$ cat src/sv/vpa_pkg.sv
`timescale 1ns / 1ps
package vpa_pkg;

	localparam int SIZE_BITS    = 16;
	localparam int DEF_SEGMENTS = 16;
	localparam logic [SIZE_BITS-1:0] RESET_UNITS = 16'd100;

	typedef logic [SIZE_BITS-1:0] units_t;

	typedef struct packed {
		logic   busy;
		units_t size;
	} seg_t;

	typedef enum logic [2:0] {
		K_FIRST   = 3'd0,
		K_BEST    = 3'd1,
		K_WORST   = 3'd2,
		K_RELEASE = 3'd3,
		K_COMPACT = 3'd4
	} kind_t;

	typedef enum logic [2:0] {
		ST_OK      = 3'd0,
		ST_NOFIT   = 3'd1,
		ST_FULL    = 3'd2,
		ST_BADSIZE = 3'd3,
		ST_NOTBUSY = 3'd4
	} status_t;

	typedef struct packed {
		status_t status;
		units_t  amount;
		units_t  offset_out;
		logic    ok;
	} res_t;

endpackage

$ cat src/sv/vpa_seg_mem.sv
`timescale 1ns / 1ps
module vpa_seg_mem import vpa_pkg::*; #(
	parameter int MAX_SEGMENTS = DEF_SEGMENTS,
	parameter int IW = $clog2(MAX_SEGMENTS)
) (
	input  logic          clk,
	input  logic          arst_n,
	input  logic          restart,
	input  units_t        total,
	input  logic          rd_en,
	input  logic [IW-1:0] rd_addr,
	output seg_t          rd_data,
	input  logic          wr_en,
	input  logic [IW-1:0] wr_addr,
	input  seg_t          wr_data
);

	seg_t mem [MAX_SEGMENTS];
	seg_t rd_q;
	logic fresh_q;

	// entry 0 reads as one free segment of total units until first written
	always_ff @(posedge clk or negedge arst_n) begin
		if (!arst_n) begin
			fresh_q <= 1'b1;
		end else if (restart) begin
			fresh_q <= 1'b1;
		end else if (wr_en && wr_addr == '0) begin
			fresh_q <= 1'b0;
		end
	end

	always_ff @(posedge clk) begin
		if (wr_en) begin
			mem[wr_addr] <= wr_data;
		end
		if (rd_en) begin
			if (fresh_q && rd_addr == '0) begin
				rd_q <= '{busy: 1'b0, size: total};
			end else begin
				rd_q <= mem[rd_addr];
			end
		end
	end

	assign rd_data = rd_q;

endmodule

$ cat src/sv/vpa_engine.sv
`timescale 1ns / 1ps
module vpa_engine import vpa_pkg::*; #(
	parameter int MAX_SEGMENTS = DEF_SEGMENTS,
	parameter int IW = $clog2(MAX_SEGMENTS),
	parameter int CW = $clog2(MAX_SEGMENTS + 1)
) (
	input  logic          clk,
	input  logic          arst_n,
	input  logic          restart,
	input  logic          in_valid,
	output logic          in_ready,
	input  logic [2:0]    in_kind,
	input  units_t        in_size,
	input  units_t        in_offset,
	output logic          res_valid,
	input  logic          res_ready,
	output res_t          res,
	output logic          rd_en,
	output logic [IW-1:0] rd_addr,
	input  seg_t          rd_data,
	output logic          wr_en,
	output logic [IW-1:0] wr_addr,
	output seg_t          wr_data
);

	typedef enum logic [10:0] {
		S_IDLE  = 11'b00000000001,
		S_SC_RD = 11'b00000000010,
		S_SC_EV = 11'b00000000100,
		S_DEC   = 11'b00000001000,
		S_PK_RD = 11'b00000010000,
		S_PK_WR = 11'b00000100000,
		S_PRE   = 11'b00001000000,
		S_MV_RD = 11'b00010000000,
		S_MV_WR = 11'b00100000000,
		S_POST  = 11'b01000000000,
		S_DONE  = 11'b10000000000
	} state_t;

	localparam logic [CW-1:0] CNT_MAX = CW'(MAX_SEGMENTS);

	state_t        state_q;
	logic [2:0]    op_q;
	units_t        req_q, where_q, start_q, free_q;
	logic [CW-1:0] cnt_q, new_cnt_q, idx_q, nbusy_q, mv_n_q;
	logic          found_q, n_valid_q, n_busy_q, p_busy_q;
	logic [IW-1:0] pick_q, mv_src_q, mv_dst_q, wr0_a_q, wr1_a_q;
	units_t        pick_size_q, pick_start_q, pick_diff_q, n_size_q, p_size_q;
	seg_t          prev_q, wr0_d_q, wr1_d_q;
	logic          wr0_en_q, wr1_en_q, mv_up_q;
	res_t          rs_q, out_q;
	logic          out_valid_q;

	units_t        diff;
	logic          fits, take, last, mn, mp;
	logic [IW-1:0] tgt;
	logic [CW-1:0] src_c;

	assign diff = rd_data.size - req_q;
	assign fits = !rd_data.busy && rd_data.size >= req_q;
	assign take = fits && (!found_q
		|| (op_q == K_BEST && diff < pick_diff_q)
		|| (op_q == K_WORST && diff > pick_diff_q));
	assign last = CW'(idx_q + 1'b1) == cnt_q;
	assign mn = n_valid_q && !n_busy_q;
	assign mp = pick_q != '0 && !p_busy_q;
	assign tgt = mp ? IW'(pick_q - 1'b1) : pick_q;
	assign src_c = CW'(pick_q) + CW'(1) + CW'(mn);

	assign in_ready  = state_q == S_IDLE;
	assign res_valid = out_valid_q;
	assign res       = out_q;

	always_comb begin
		rd_en   = 1'b0;
		rd_addr = idx_q[IW-1:0];
		wr_en   = 1'b0;
		wr_addr = mv_dst_q;
		wr_data = rd_data;
		case (state_q)
			S_SC_RD, S_PK_RD: begin
				rd_en = 1'b1;
			end
			S_MV_RD: begin
				rd_en   = 1'b1;
				rd_addr = mv_src_q;
			end
			S_PK_WR: begin
				wr_en = rd_data.busy;
			end
			S_MV_WR: begin
				wr_en = 1'b1;
			end
			S_PRE: begin
				wr_en   = wr0_en_q;
				wr_addr = wr0_a_q;
				wr_data = wr0_d_q;
			end
			S_POST: begin
				wr_en   = wr1_en_q;
				wr_addr = wr1_a_q;
				wr_data = wr1_d_q;
			end
			default: ;
		endcase
	end

	always_ff @(posedge clk or negedge arst_n) begin
		if (!arst_n) begin
			state_q     <= S_IDLE;
			cnt_q       <= CW'(1);
			out_valid_q <= 1'b0;
		end else begin
			if (out_valid_q && res_ready) begin
				out_valid_q <= 1'b0;
			end
			if (restart) begin
				cnt_q <= CW'(1);
			end
			case (state_q)
				S_IDLE: begin
					if (in_valid) begin
						op_q      <= in_kind;
						req_q     <= in_size;
						where_q   <= in_offset;
						idx_q     <= '0;
						start_q   <= '0;
						free_q    <= '0;
						nbusy_q   <= '0;
						found_q   <= 1'b0;
						n_valid_q <= 1'b0;
						wr0_en_q  <= 1'b0;
						wr1_en_q  <= 1'b0;
						mv_n_q    <= '0;
						rs_q      <= '{status: ST_OK, amount: '0, offset_out: '0, ok: 1'b1};
						if (in_kind > K_COMPACT || (in_kind <= K_WORST && in_size == '0)) begin
							rs_q    <= '{status: ST_BADSIZE, amount: '0, offset_out: '0, ok: 1'b0};
							state_q <= S_DONE;
						end else begin
							state_q <= S_SC_RD;
						end
					end
				end
				S_SC_RD: state_q <= S_SC_EV;
				S_SC_EV: begin
					case (op_q)
						K_RELEASE: begin
							if (!found_q && start_q == where_q && rd_data.busy) begin
								found_q     <= 1'b1;
								pick_q      <= idx_q[IW-1:0];
								pick_size_q <= rd_data.size;
								p_busy_q    <= prev_q.busy;
								p_size_q    <= prev_q.size;
							end
							if (found_q && idx_q == CW'(pick_q) + CW'(1)) begin
								n_valid_q <= 1'b1;
								n_busy_q  <= rd_data.busy;
								n_size_q  <= rd_data.size;
							end
						end
						K_COMPACT: begin
							if (rd_data.busy) begin
								nbusy_q <= CW'(nbusy_q + 1'b1);
							end else begin
								free_q <= free_q + rd_data.size;
							end
						end
						default: begin
							if (take) begin
								found_q      <= 1'b1;
								pick_q       <= idx_q[IW-1:0];
								pick_size_q  <= rd_data.size;
								pick_start_q <= start_q;
								pick_diff_q  <= diff;
							end
						end
					endcase
					prev_q  <= rd_data;
					start_q <= start_q + rd_data.size;
					idx_q   <= CW'(idx_q + 1'b1);
					state_q <= last ? S_DEC : S_SC_RD;
				end
				S_DEC: begin
					new_cnt_q <= cnt_q;
					state_q   <= S_PRE;
					case (op_q)
						K_COMPACT: begin
							idx_q    <= '0;
							mv_dst_q <= '0;
							state_q  <= S_PK_RD;
						end
						K_RELEASE: begin
							if (!found_q) begin
								rs_q    <= '{status: ST_NOTBUSY, amount: '0, offset_out: '0,
									ok: 1'b0};
								state_q <= S_DONE;
							end else begin
								rs_q.amount <= pick_size_q;
								wr0_en_q    <= 1'b1;
								wr0_a_q     <= tgt;
								wr0_d_q     <= '{busy: 1'b0, size: pick_size_q
									+ (mn ? n_size_q : '0) + (mp ? p_size_q : '0)};
								mv_up_q     <= 1'b0;
								mv_src_q    <= src_c[IW-1:0];
								mv_dst_q    <= IW'(tgt + 1'b1);
								mv_n_q      <= CW'(cnt_q - src_c);
								new_cnt_q   <= CW'(cnt_q - CW'(mn) - CW'(mp));
							end
						end
						default: begin
							if (!found_q) begin
								rs_q    <= '{status: ST_NOFIT, amount: '0, offset_out: '0, ok: 1'b0};
								state_q <= S_DONE;
							end else if (pick_size_q != req_q && cnt_q == CNT_MAX) begin
								rs_q    <= '{status: ST_FULL, amount: '0, offset_out: '0, ok: 1'b0};
								state_q <= S_DONE;
							end else begin
								rs_q.offset_out <= pick_start_q;
								wr0_en_q <= 1'b1;
								wr0_a_q  <= pick_q;
								wr0_d_q  <= '{busy: 1'b1, size: req_q};
								if (pick_size_q != req_q) begin
									wr1_en_q  <= 1'b1;
									wr1_a_q   <= IW'(pick_q + 1'b1);
									wr1_d_q   <= '{busy: 1'b0, size: pick_size_q - req_q};
									mv_up_q   <= 1'b1;
									mv_src_q  <= IW'(cnt_q - 1'b1);
									mv_dst_q  <= cnt_q[IW-1:0];
									mv_n_q    <= CW'(cnt_q - CW'(1) - CW'(pick_q));
									new_cnt_q <= CW'(cnt_q + 1'b1);
								end
							end
						end
					endcase
				end
				S_PK_RD: state_q <= S_PK_WR;
				S_PK_WR: begin
					if (rd_data.busy) begin
						mv_dst_q <= IW'(mv_dst_q + 1'b1);
					end
					idx_q <= CW'(idx_q + 1'b1);
					if (last) begin
						rs_q.amount <= free_q;
						state_q     <= S_PRE;
						if (free_q != '0 || nbusy_q == '0) begin
							mv_up_q   <= 1'b1;
							mv_src_q  <= IW'(nbusy_q - 1'b1);
							mv_dst_q  <= IW'(nbusy_q);
							mv_n_q    <= nbusy_q;
							wr1_en_q  <= 1'b1;
							wr1_a_q   <= '0;
							wr1_d_q   <= '{busy: 1'b0, size: free_q};
							new_cnt_q <= CW'(nbusy_q + 1'b1);
						end else begin
							new_cnt_q <= nbusy_q;
						end
					end else begin
						state_q <= S_PK_RD;
					end
				end
				S_PRE: state_q <= (mv_n_q != '0) ? S_MV_RD : S_POST;
				S_MV_RD: state_q <= S_MV_WR;
				S_MV_WR: begin
					mv_n_q   <= CW'(mv_n_q - 1'b1);
					mv_src_q <= mv_up_q ? IW'(mv_src_q - 1'b1) : IW'(mv_src_q + 1'b1);
					mv_dst_q <= mv_up_q ? IW'(mv_dst_q - 1'b1) : IW'(mv_dst_q + 1'b1);
					state_q  <= (mv_n_q == CW'(1)) ? S_POST : S_MV_RD;
				end
				S_POST: begin
					cnt_q   <= new_cnt_q;
					state_q <= S_DONE;
				end
				S_DONE: begin
					if (!out_valid_q || res_ready) begin
						out_q       <= rs_q;
						out_valid_q <= 1'b1;
						state_q     <= S_IDLE;
					end
				end
				default: state_q <= S_IDLE;
			endcase
		end
	end

endmodule

$ cat src/sv/variable_partition_allocator_unit.sv
`timescale 1ns / 1ps
// Segment allocator: an ordered table of up to MAX_SEGMENTS segments (size and busy mark)
// held in one single-port-read synchronous RAM. Each request first scans the table, reading
// and then evaluating each segment in turn. A compact then packs the busy segments to the
// front. Table entries are then moved one at a time (read, write) where needed to open or
// close a slot. Rejections of zero size or unknown kinds answer without a scan. The next
// request is taken once the previous one has finished, even while its result still waits
// on the output. Writing total_units restarts the table.
module variable_partition_allocator_unit import vpa_pkg::*; #(
	parameter int MAX_SEGMENTS = DEF_SEGMENTS
) (
	input  logic        clk,
	input  logic        arst_n,
	input  logic        s_axis_tvalid,
	output logic        s_axis_tready,
	input  logic [31:0] s_axis_tdata,  // size[15:0], offset[31:16]
	input  logic [7:0]  s_axis_tuser,  // kind[2:0], zero above
	output logic        m_axis_tvalid,
	input  logic        m_axis_tready,
	output logic [39:0] m_axis_tdata,  // ok[0], offset_out[16:1], amount[32:17], status[35:33]
	input  logic        psel,
	input  logic        penable,
	input  logic        pwrite,
	input  logic [2:0]  paddr,
	input  logic [31:0] pwdata,
	output logic [31:0] prdata,
	output logic        pready
);

	localparam int IW = (MAX_SEGMENTS > 1) ? $clog2(MAX_SEGMENTS) : 1;
	localparam int CW = $clog2(MAX_SEGMENTS + 1);

	units_t        total_q;
	logic          restart;
	logic          rd_en, wr_en;
	logic [IW-1:0] rd_addr, wr_addr;
	seg_t          rd_data, wr_data;
	res_t          res;

	assign pready  = 1'b1;
	assign restart = psel && penable && pwrite && !paddr[2];
	assign prdata  = paddr[2] ? 32'd0 : {16'd0, total_q};

	always_ff @(posedge clk or negedge arst_n) begin
		if (!arst_n) begin
			total_q <= RESET_UNITS;
		end else if (restart) begin
			total_q <= pwdata[SIZE_BITS-1:0];
		end
	end

	vpa_seg_mem #(.MAX_SEGMENTS(MAX_SEGMENTS), .IW(IW)) u_mem (
		.clk     (clk),
		.arst_n  (arst_n),
		.restart (restart),
		.total   (restart ? pwdata[SIZE_BITS-1:0] : total_q),
		.rd_en   (rd_en),
		.rd_addr (rd_addr),
		.rd_data (rd_data),
		.wr_en   (wr_en),
		.wr_addr (wr_addr),
		.wr_data (wr_data)
	);

	vpa_engine #(.MAX_SEGMENTS(MAX_SEGMENTS), .IW(IW), .CW(CW)) u_engine (
		.clk       (clk),
		.arst_n    (arst_n),
		.restart   (restart),
		.in_valid  (s_axis_tvalid),
		.in_ready  (s_axis_tready),
		.in_kind   (s_axis_tuser[2:0]),
		.in_size   (s_axis_tdata[15:0]),
		.in_offset (s_axis_tdata[31:16]),
		.res_valid (m_axis_tvalid),
		.res_ready (m_axis_tready),
		.res       (res),
		.rd_en     (rd_en),
		.rd_addr   (rd_addr),
		.rd_data   (rd_data),
		.wr_en     (wr_en),
		.wr_addr   (wr_addr),
		.wr_data   (wr_data)
	);

	assign m_axis_tdata = {4'd0, res};

endmodule

$ cat config.mk
export PLATFORM = sky130hd
export DESIGN_NAME = variable_partition_allocator_unit
export DESIGN_NICKNAME = d
export VERILOG_FILES = /design/src/sv/vpa_pkg.sv /design/src/sv/vpa_seg_mem.sv /design/src/sv/vpa_engine.sv /design/src/sv/variable_partition_allocator_unit.sv
export SDC_FILE = /design/constraint.sdc
export NUM_CORES = 1
export LEC_CHECK = 0
export BUFFER_PORTS_ARGS = -buffer_cell sky130_fd_sc_hd__buf_4
export CAP_MARGIN = 40
export CORE_ASPECT_RATIO = 0.7
export CORE_MARGIN = 2
export CORE_UTILIZATION = 47
export DETAILED_ROUTE_END_ITERATION = 10
export SETUP_SLACK_MARGIN = 0.3
export SLEW_MARGIN = 40
export SYNTH_ARGS = -nofsm -noshare
export SYNTH_HDL_FRONTEND = slang
export SYNTH_HIERARCHICAL = 1
export SYNTH_SLANG_ARGS = --single-unit
$ cat constraint.sdc
create_clock -name clk -period 7 [get_ports clk]
set_input_delay 0.35 -clock clk [delete_from_list [all_inputs] [get_ports clk]]
set_output_delay 0.35 -clock clk [all_outputs]
set_load 0.05 [all_outputs]
==> results.txt, run 1 <==
outcome - finished, final reports clean
count of warnings emitted by yosys - 6
peak fanout along the critical path - 32
parity-gate share of the synthesized area counting xor and xnor cells - 0.0376
Clock Tree Root - clkbuf_16
Routed Antenna Nets - 0
number of buffer cells added on primary ports - 112
placed wire-length estimate after detailed placement - 58.1 mm
Hold Fails Final Rpt - 0
Routed WL per cell - 25.2 um
clock latency on the worst-skew pair - 0.67 ns
worst hold slack - 0.109 ns
peak per-stage delay on the critical path - 0.57 ns
critical path class - reg2reg
layout cell share with drive strength beyond 1 - 0.159
max-slew violation count - 0
main flop type after synthesis - edfxtp_1
first-pass GRT wire length - 125 mm
buffer count from post-CTS setup fixing - 0
number of global-route vias before repair - 18,600
number of top-level pins - 157
CTS sink count - 639
maximum clock skew at final layout - 0.0300 ns
power density over cell area - 298 nW/um^2
sequential cell area fraction in the yosys report - 0.619
Setup TNS - 0 ns
RePlAce Congestion - 0.958
Placeable Area - 64,700 um^2
Static Leakage - 13.0 nW
crit path launch type - flip-flop
setup repair after global routing missed its margin - false
endpoint kind of the worst setup timing path - flip-flop
Seq cells post-synth - 639
placed cells - 3,228
most numerous cell in the Yosys netlist - edfxtp_1
Worst-Margin Slew - 0.928 ns
post-synthesis mux area share - 0.0648
post-DR vias/cell - 5.78
cells taking the most area after synthesis - edfxtp_1, ha_1, mux4_2
Site Rows - 78
Tmin final - 5.75 ns
filler-free cell count of the finished design - 3,393
area delta synth->final - 14.7%
worst-case hold path end point - u_engine/res_valid$_DFF_PN0_
count of flip-flops with a built-in enable after synthesis - 605
post-placement setup slack - 1.33 ns
total power draw - 10.5 mW
post-synthesis adder-cell area fraction - 0.0633
hold path start - m_axis_tready
remaining max-slew budget at the tightest pin - 0.375
Hold-fix buffers, CTS - 52
detailed-route wire length - 85.4 mm
Initial Util - 0.475
critical path's top delay family - compound AO/OA/AOI/OAI gates
clock-pin slew on the worst setup and hold paths - 0.06 ns
worst supply voltage drop on vdd - 219 uV
Worst Hold Depth - 3
Final Setup Violations - 0
compound-gate portion of the synthesized area - 0.0806
GR Overflow Total - 0
slowest cell on the critical path - or4_1
average cell area after synthesis - 13.6 um^2
total via count after detailed routing - 19,600
all-layer global routing usage - 0.255
clock tree from TritonCTS - done
Placed Instance Area - 32,700 um^2
share of the synthesized area in the top cell type - 0.591
worst path buffer plus inverter count - 2
FF-to-FF End - u_engine/pick_start_q[8]$_DFFE_PP_
required time at the endpoint of the critical path - 7.29 ns
post-synthesis simple-gate area fraction - 0.103
worst-case register-to-register setup slack - 1.25 ns
number of different library cells in the post-synthesis netlist - 80
data arrival time of the worst path - 6.04 ns
Pre-antenna DRT Iters - 8
CTS Buf Count - 61
cell type with the largest total area after synthesis - edfxtp_1
die area - 67,500 um^2
Final #Nets - 2,686
number of cells on the worst reg-to-reg path - 20
series of cell instances along the critical path - inv_1, ha_1, nor2b_1, o21ai_0, a21boi_0, o21ai_0, a21oi_1, a221oi_1, a21oi_1, xor2_1, ha_1, nand4_1, or4_1, a21oi_1, nor2_1, o211ai_1, mux2i_1, a2111o_1, nor2_2, buf_4
timing-limited maximum frequency - 174 MHz
most numerous cell types in the synthesized netlist - edfxtp_1, nand2_1, nor2_1, a21oi_1, ha_1
Die Y-Extent - 218 um
DRC violations left - 0
final standard cell utilization of the core - 0.545
combined area of all synthesized cells - 30,700 um^2
post-synthesis cell count - 2,266
design area - 35,300 um^2
die outline width - 310 um
H-tree levels - 2
number of DRC markers after the initial detailed-route iteration - 2,415
post-cts gate resize count - 0
worst hold path type - in2reg
maximum number of buffers from clock root to sink - 3
proportion of synthesized flip-flops having asynchronous set or reset - 0.0532
beginning of the worst register-to-register path - u_engine/req_q[1]$_DFFE_PP_
# Max-Cap Violations - 0
number of antenna violations at the first check in global routing - 4
maximum number of pins on one net before global-route repair - 50
final clock period utilization by the worst path - 0.821
cell occurring most often along the worst timing path - a21oi_1
final worst-path setup slack - 1.25 ns
dominant combinational cell family by area after synthesis - simple AND/OR/NAND/NOR gates
==> worst max path at each step <==
stage / from / end / depth (start not counted)
after floorplan: u_mem/rd_data[1]$_DFFE_PP_ / u_engine/pick_diff_q[0]$_DFFE_PP_ / 18
after global placement: u_engine/req_q[1]$_DFFE_PP_ / u_engine/pick_start_q[7]$_DFFE_PP_ / 20
after detailed placement: u_engine/req_q[1]$_DFFE_PP_ / u_engine/pick_start_q[7]$_DFFE_PP_ / 20
after CTS: u_engine/req_q[1]$_DFFE_PP_ / u_engine/pick_diff_q[14]$_DFFE_PP_ / 20
after global routing: u_engine/req_q[1]$_DFFE_PP_ / u_engine/pick_diff_q[12]$_DFFE_PP_ / 20
final: u_engine/req_q[1]$_DFFE_PP_ / u_engine/pick_start_q[8]$_DFFE_PP_ / 20
==> placed cells by master, fill, tap and decap left out, drive strengths merged, types with 11 or more instances in the layout <==
cell / Yosys / layout
a211oi: 13 / 13
a21o: 31 / 31
a21oi: 118 / 118
a22oi: 32 / 32
and2: 57 / 57
buf: 61 / 167
clkbuf: 43 / 74
clkinv: 2 / 29
conb: 2 / 21
dfrtp: 28 / 28
dlygate4sd3: 0 / 52
edfxtp: 605 / 605
fa: 24 / 24
ha: 117 / 117
inv: 102 / 104
mux2: 42 / 42
mux2i: 16 / 16
mux4: 57 / 57
nand2: 194 / 194
nand2b: 34 / 34
nand3: 29 / 29
nand4: 16 / 16
nor2: 140 / 140
nor2b: 35 / 35
nor3: 45 / 45
o21a: 11 / 11
o21ai: 113 / 113
o221ai: 12 / 12
o22ai: 12 / 12
o31ai: 11 / 11
or3: 13 / 13
or4: 11 / 11
xnor2: 74 / 74
xor2: 58 / 58
==> report_power, final <==
part / internal [mW] / switching, mW / total [mW]
sequential: 4.56 / 0.188 / 4.75
clock: 1.90 / 1.47 / 3.36
combinational: 0.908 / 1.50 / 2.40
total: 7.37 / 3.15 / 10.5
==> cell families (layout without fill, tap and decap cells) <==
| group | count (synthesis) | after routing |
|---|---|---|
| compound gates | 397 | 397 |
| xor+xnor | 132 | 132 |
| fa+ha+maj | 141 | 141 |
| buf+inv | 208 | 435 |
| flops | 639 | 639 |
| mux | 115 | 115 |
| other cells | 2 | 22 |
| simple gates | 632 | 632 |
==> worst register-to-register path, delay by kind of cell, from the launching register on <==
| family | cells | cell delay (ns) |
|---|---|---|
| AO/OA/AOI/OAI | 9 | 2.38 |
| AND/OR/NAND/NOR | 5 | 1.05 |
| buffers and inverters | 2 | 0.59 |
| adder cells (fa/ha/maj) | 2 | 0.57 |
| flip-flops | 1 | 0.49 |
| XOR/XNOR | 1 | 0.19 |
| multiplexers | 1 | 0.11 |
==> cell type report <==
type	instances	area (um^2)
Multi-Input combinational cell	1438	10900
Tap cell	880	1100
Inverter	104	393
Clock buffer	74	1580
Fill cell	5272	29500
Clock inverter	38	419
Antenna cell	1	2.50
Sequential cell	639	19000
Timing Repair Buffer	219	1790
==> sequential cells by signal, indices dropped and copies added (netlist names), 17 cells and up <==
name	flops
u_engine/res	36
u_mem/rd_data	17
u_engine/wr0_d_q	17
u_engine/rs_q	36
u_engine/prev_q	17
u_mem/mem	272
==> routing by layer <==
metal,GRT usage,up-vias,part of all wire,wire (um)
met1,0.402,9891,0.47,40100
met5,0,-,0,0
met4,0.0544,0,0.017,1440
met2,0.364,810,0.42,36200
met3,0.0501,98,0.090,7670
li1,-,8796,-,-
(Power assumes the default switching activity.)
==> run 2: changes to the inputs <==
==> constraint.sdc (replaced) <==
create_clock -name clk -period 5.7 [get_ports clk]
set_input_delay 0.285 -clock clk [delete_from_list [all_inputs] [get_ports clk]]
set_output_delay 0.285 -clock clk [all_outputs]
set_load 0.05 [all_outputs]
==> run 2 against run 1 <==
Cell count rose by 0.29%. Global-route usage rose by 0.26 points. Non-clock buffer count rose by 19. Combinational power rose by 28%. Sequential cell count did not move. Hold slack improved by 0.10 ns. Sequential share of layout area fell by 0.057 points. Clock power rose by 14%. Via count rose by 1.0%. Critical endpoint is now u_engine/pick_start_q[7]$_DFFE_PP_.
==> results.txt, run 2 (synthesis results as in run 1) <==
endpoint kind of the worst setup timing path - flip-flop
CTS Buf Count - 59
final clock period utilization by the worst path - 0.882
outcome - finished, final reports clean
power density over cell area - 361 nW/um^2
gr busiest metal - met1
first-pass GRT wire length - 126 mm
grt met2 use - 0.367
Filler Cell Count - 5,273
placed wire-length estimate after detailed placement - 60.5 mm
H-tree levels - 2
area delta synth->final - 14.8%
Clock Tree Root - clkbuf_16
number of antenna violations at the first check in global routing - 1
RePlAce Congestion - 0.938
required time at the endpoint of the critical path - 6.05 ns
data arrival time of the worst path - 5.38 ns
Site Rows - 78
Initial Util - 0.475
worst supply voltage drop on vdd - 257 uV
Worst-Margin Slew - 0.944 ns
most flop-heavy register - u_mem/mem
maximum number of pins on one net before global-route repair - 59
Inserted Diodes - 0
slowest cell on the critical path - or4_1
Routed Antenna Nets - 0
critical path class - reg2reg
Tmin final - 5.03 ns
critical path's top delay family - compound AO/OA/AOI/OAI gates
series of cell instances along the critical path - ha_1, fa_1, nor2b_1, o21ai_1, nand2b_1, a21oi_2, o21ai_0, a21o_1, a21oi_1, xnor2_1, ha_1, nand4_1, or4_1, a21oi_1, nor2_1, o211ai_1, mux2i_1, a2111o_1, nor2_2, buf_12
most frequent standard cell in the layout excluding fill and tap cells - edfxtp_1
Placeable Area - 64,700 um^2
remaining max-slew budget at the tightest pin - 0.371
met3 usage in global routing - 0.0477
DRC violations left - 0
number of buffer cells added on primary ports - 112
all-layer global routing usage - 0.258
worst hold path type - in2reg
Hold Fails Final Rpt - 0
max FFs per register - 272
number of DRC markers after the initial detailed-route iteration - 2,472
crit path launch type - flip-flop
clock tree from TritonCTS - done
peak per-stage delay on the critical path - 0.57 ns
peak fanout along the critical path - 32
commonest non-fill, non-tap cells in the layout - edfxtp_1, nand2_1, buf_4
# Max-Cap Violations - 0
Final #Nets - 2,703
post-DR vias/cell - 5.82
Final Setup Violations - 0
die outline width - 310 um
die area - 67,500 um^2
layout cell share with drive strength beyond 1 - 0.164
timing-limited maximum frequency - 199 MHz
met1 GRT Util - 0.406
number of top-level pins - 157
total via count after detailed routing - 19,800
clock-pin slew on the worst setup and hold paths - 0.06 ns
GR Overflow Total - 0
Die Y-Extent - 218 um
number of global-route vias before repair - 18,600
setup repair after global routing missed its margin - false
Pre-antenna DRT Iters - 6
maximum clock skew at final layout - 0.0324 ns
clock latency on the worst-skew pair - 0.66 ns
total power draw - 12.7 mW
Setup TNS - 0 ns
detailed-route wire length - 86.9 mm
Static Leakage - 13.0 nW
CTS sink count - 639
worst path buffer plus inverter count - 1
max-slew violation count - 0
Routed WL per cell - 25.5 um
maximum number of buffers from clock root to sink - 3
-- run 2: cell count changes in the layout (fill, tap and decap cells not counted), moves of 3 or more --
| cell | previous run | this run |
|---|---|---|
| buf_4 | 165 | 181 |
| o21ai_0 | 112 | 108 |
| bufinv_16 | 8 | 4 |
| buf_12 | 0 | 3 |
| o21ai_1 | 1 | 5 |
-- run 2: worst paths after layout --
| kind | startpoint | end | slack [ns] | cells after the start |
|---|---|---|---|---|
| min | s_axis_tvalid | u_engine/state_q[0]$_DFFE_PN1P_ | 0.21 | 4 |
| max reg2reg | u_engine/req_q[0]$_DFFE_PP_ | u_engine/pick_start_q[7]$_DFFE_PP_ | 0.67 | 20 |
| max | u_engine/req_q[0]$_DFFE_PP_ | u_engine/pick_start_q[7]$_DFFE_PP_ | 0.67 | 20 |
| min reg2reg | u_engine/prev_q[7]$_DFFE_PP_ | u_engine/p_size_q[7]$_DFFE_PP_ | 0.41 | 0 |
| min in group asynchronous | arst_n | total_q[7]$_DFF_PN0_ | 0.22 | 2 |
| max in group asynchronous | arst_n | total_q[9]$_DFF_PN0_ | 5.02 | 2 |
-- run 2: power breakdown --
part           switching [mW]  internal [mW]
combinational            1.92           1.15
sequential              0.211           5.60
clock                    1.76           2.08
total                    3.89           8.84
-- run 2: metrics by stage --
stage | worst slack [ns] | cell area [um^2] | hold WS [ns] | instances | utilization
6_report | 0.671 | 35300 | 0.209 | 3403 | 0.545
5_1_grt | 0.311 | 35300 | 0.207 | 3403 | 0.545
4_1_cts | 0.377 | 35300 | 0.163 | 3400 | 0.545
3_5_place_dp | 0.413 | 32900 | 0.347 | 3243 | 0.508
3_3_place_gp | 0.504 | 32900 | 0.340 | 3243 | 0.508
2_1_floorplan | 0.372 | 30800 | -0.0106 | 2285 | -
-- run 2: routing by layer --
layer / share of wire / vias to the layer above / wire length, um
met1: 0.46 / 9925 / 40100
met2: 0.42 / 930 / 36800
met5: 0 / - / 0
met4: 0.022 / 0 / 1930
met3: 0.092 / 117 / 8000
li1: - / 8820 / -
-- run 2: timing repair --
action / 4_1_cts / 5_1_grt
gates resized for setup: 0 / 5
endpoints found under the setup margin: 0 / 53
hold endpoints to repair: 80 / 0
setup buffers: 0 / 2
hold buffers: 53 / 0
-- run 2: worst reg2reg max path, cell delays in order (launching register included) --
cell      delay [ns]
edfxtp_1        0.42
ha_1            0.23
fa_1            0.40
nor2b_1         0.14
o21ai_1         0.09
nand2b_1        0.18
a21oi_2         0.11
o21ai_0         0.30
a21o_1          0.16
a21oi_1         0.07
xnor2_1         0.16
ha_1            0.32
nand4_1         0.14
or4_1           0.57
a21oi_1         0.17
nor2_1          0.06
o211ai_1        0.09
mux2i_1         0.14
a2111o_1        0.50
nor2_2          0.19
buf_12          0.25
-- run 2: final cells by class --
class                   count  area, um^2  share of cell area
inverters                 104         393              0.0111
repair buffers            238        1960              0.0555
well taps                 880        1100              0.0312
multi-input cells        1438       11000               0.311
clock inverters            34         308             0.00872
flip-flops and latches    639       19000               0.539
clock buffers              70        1520              0.0430
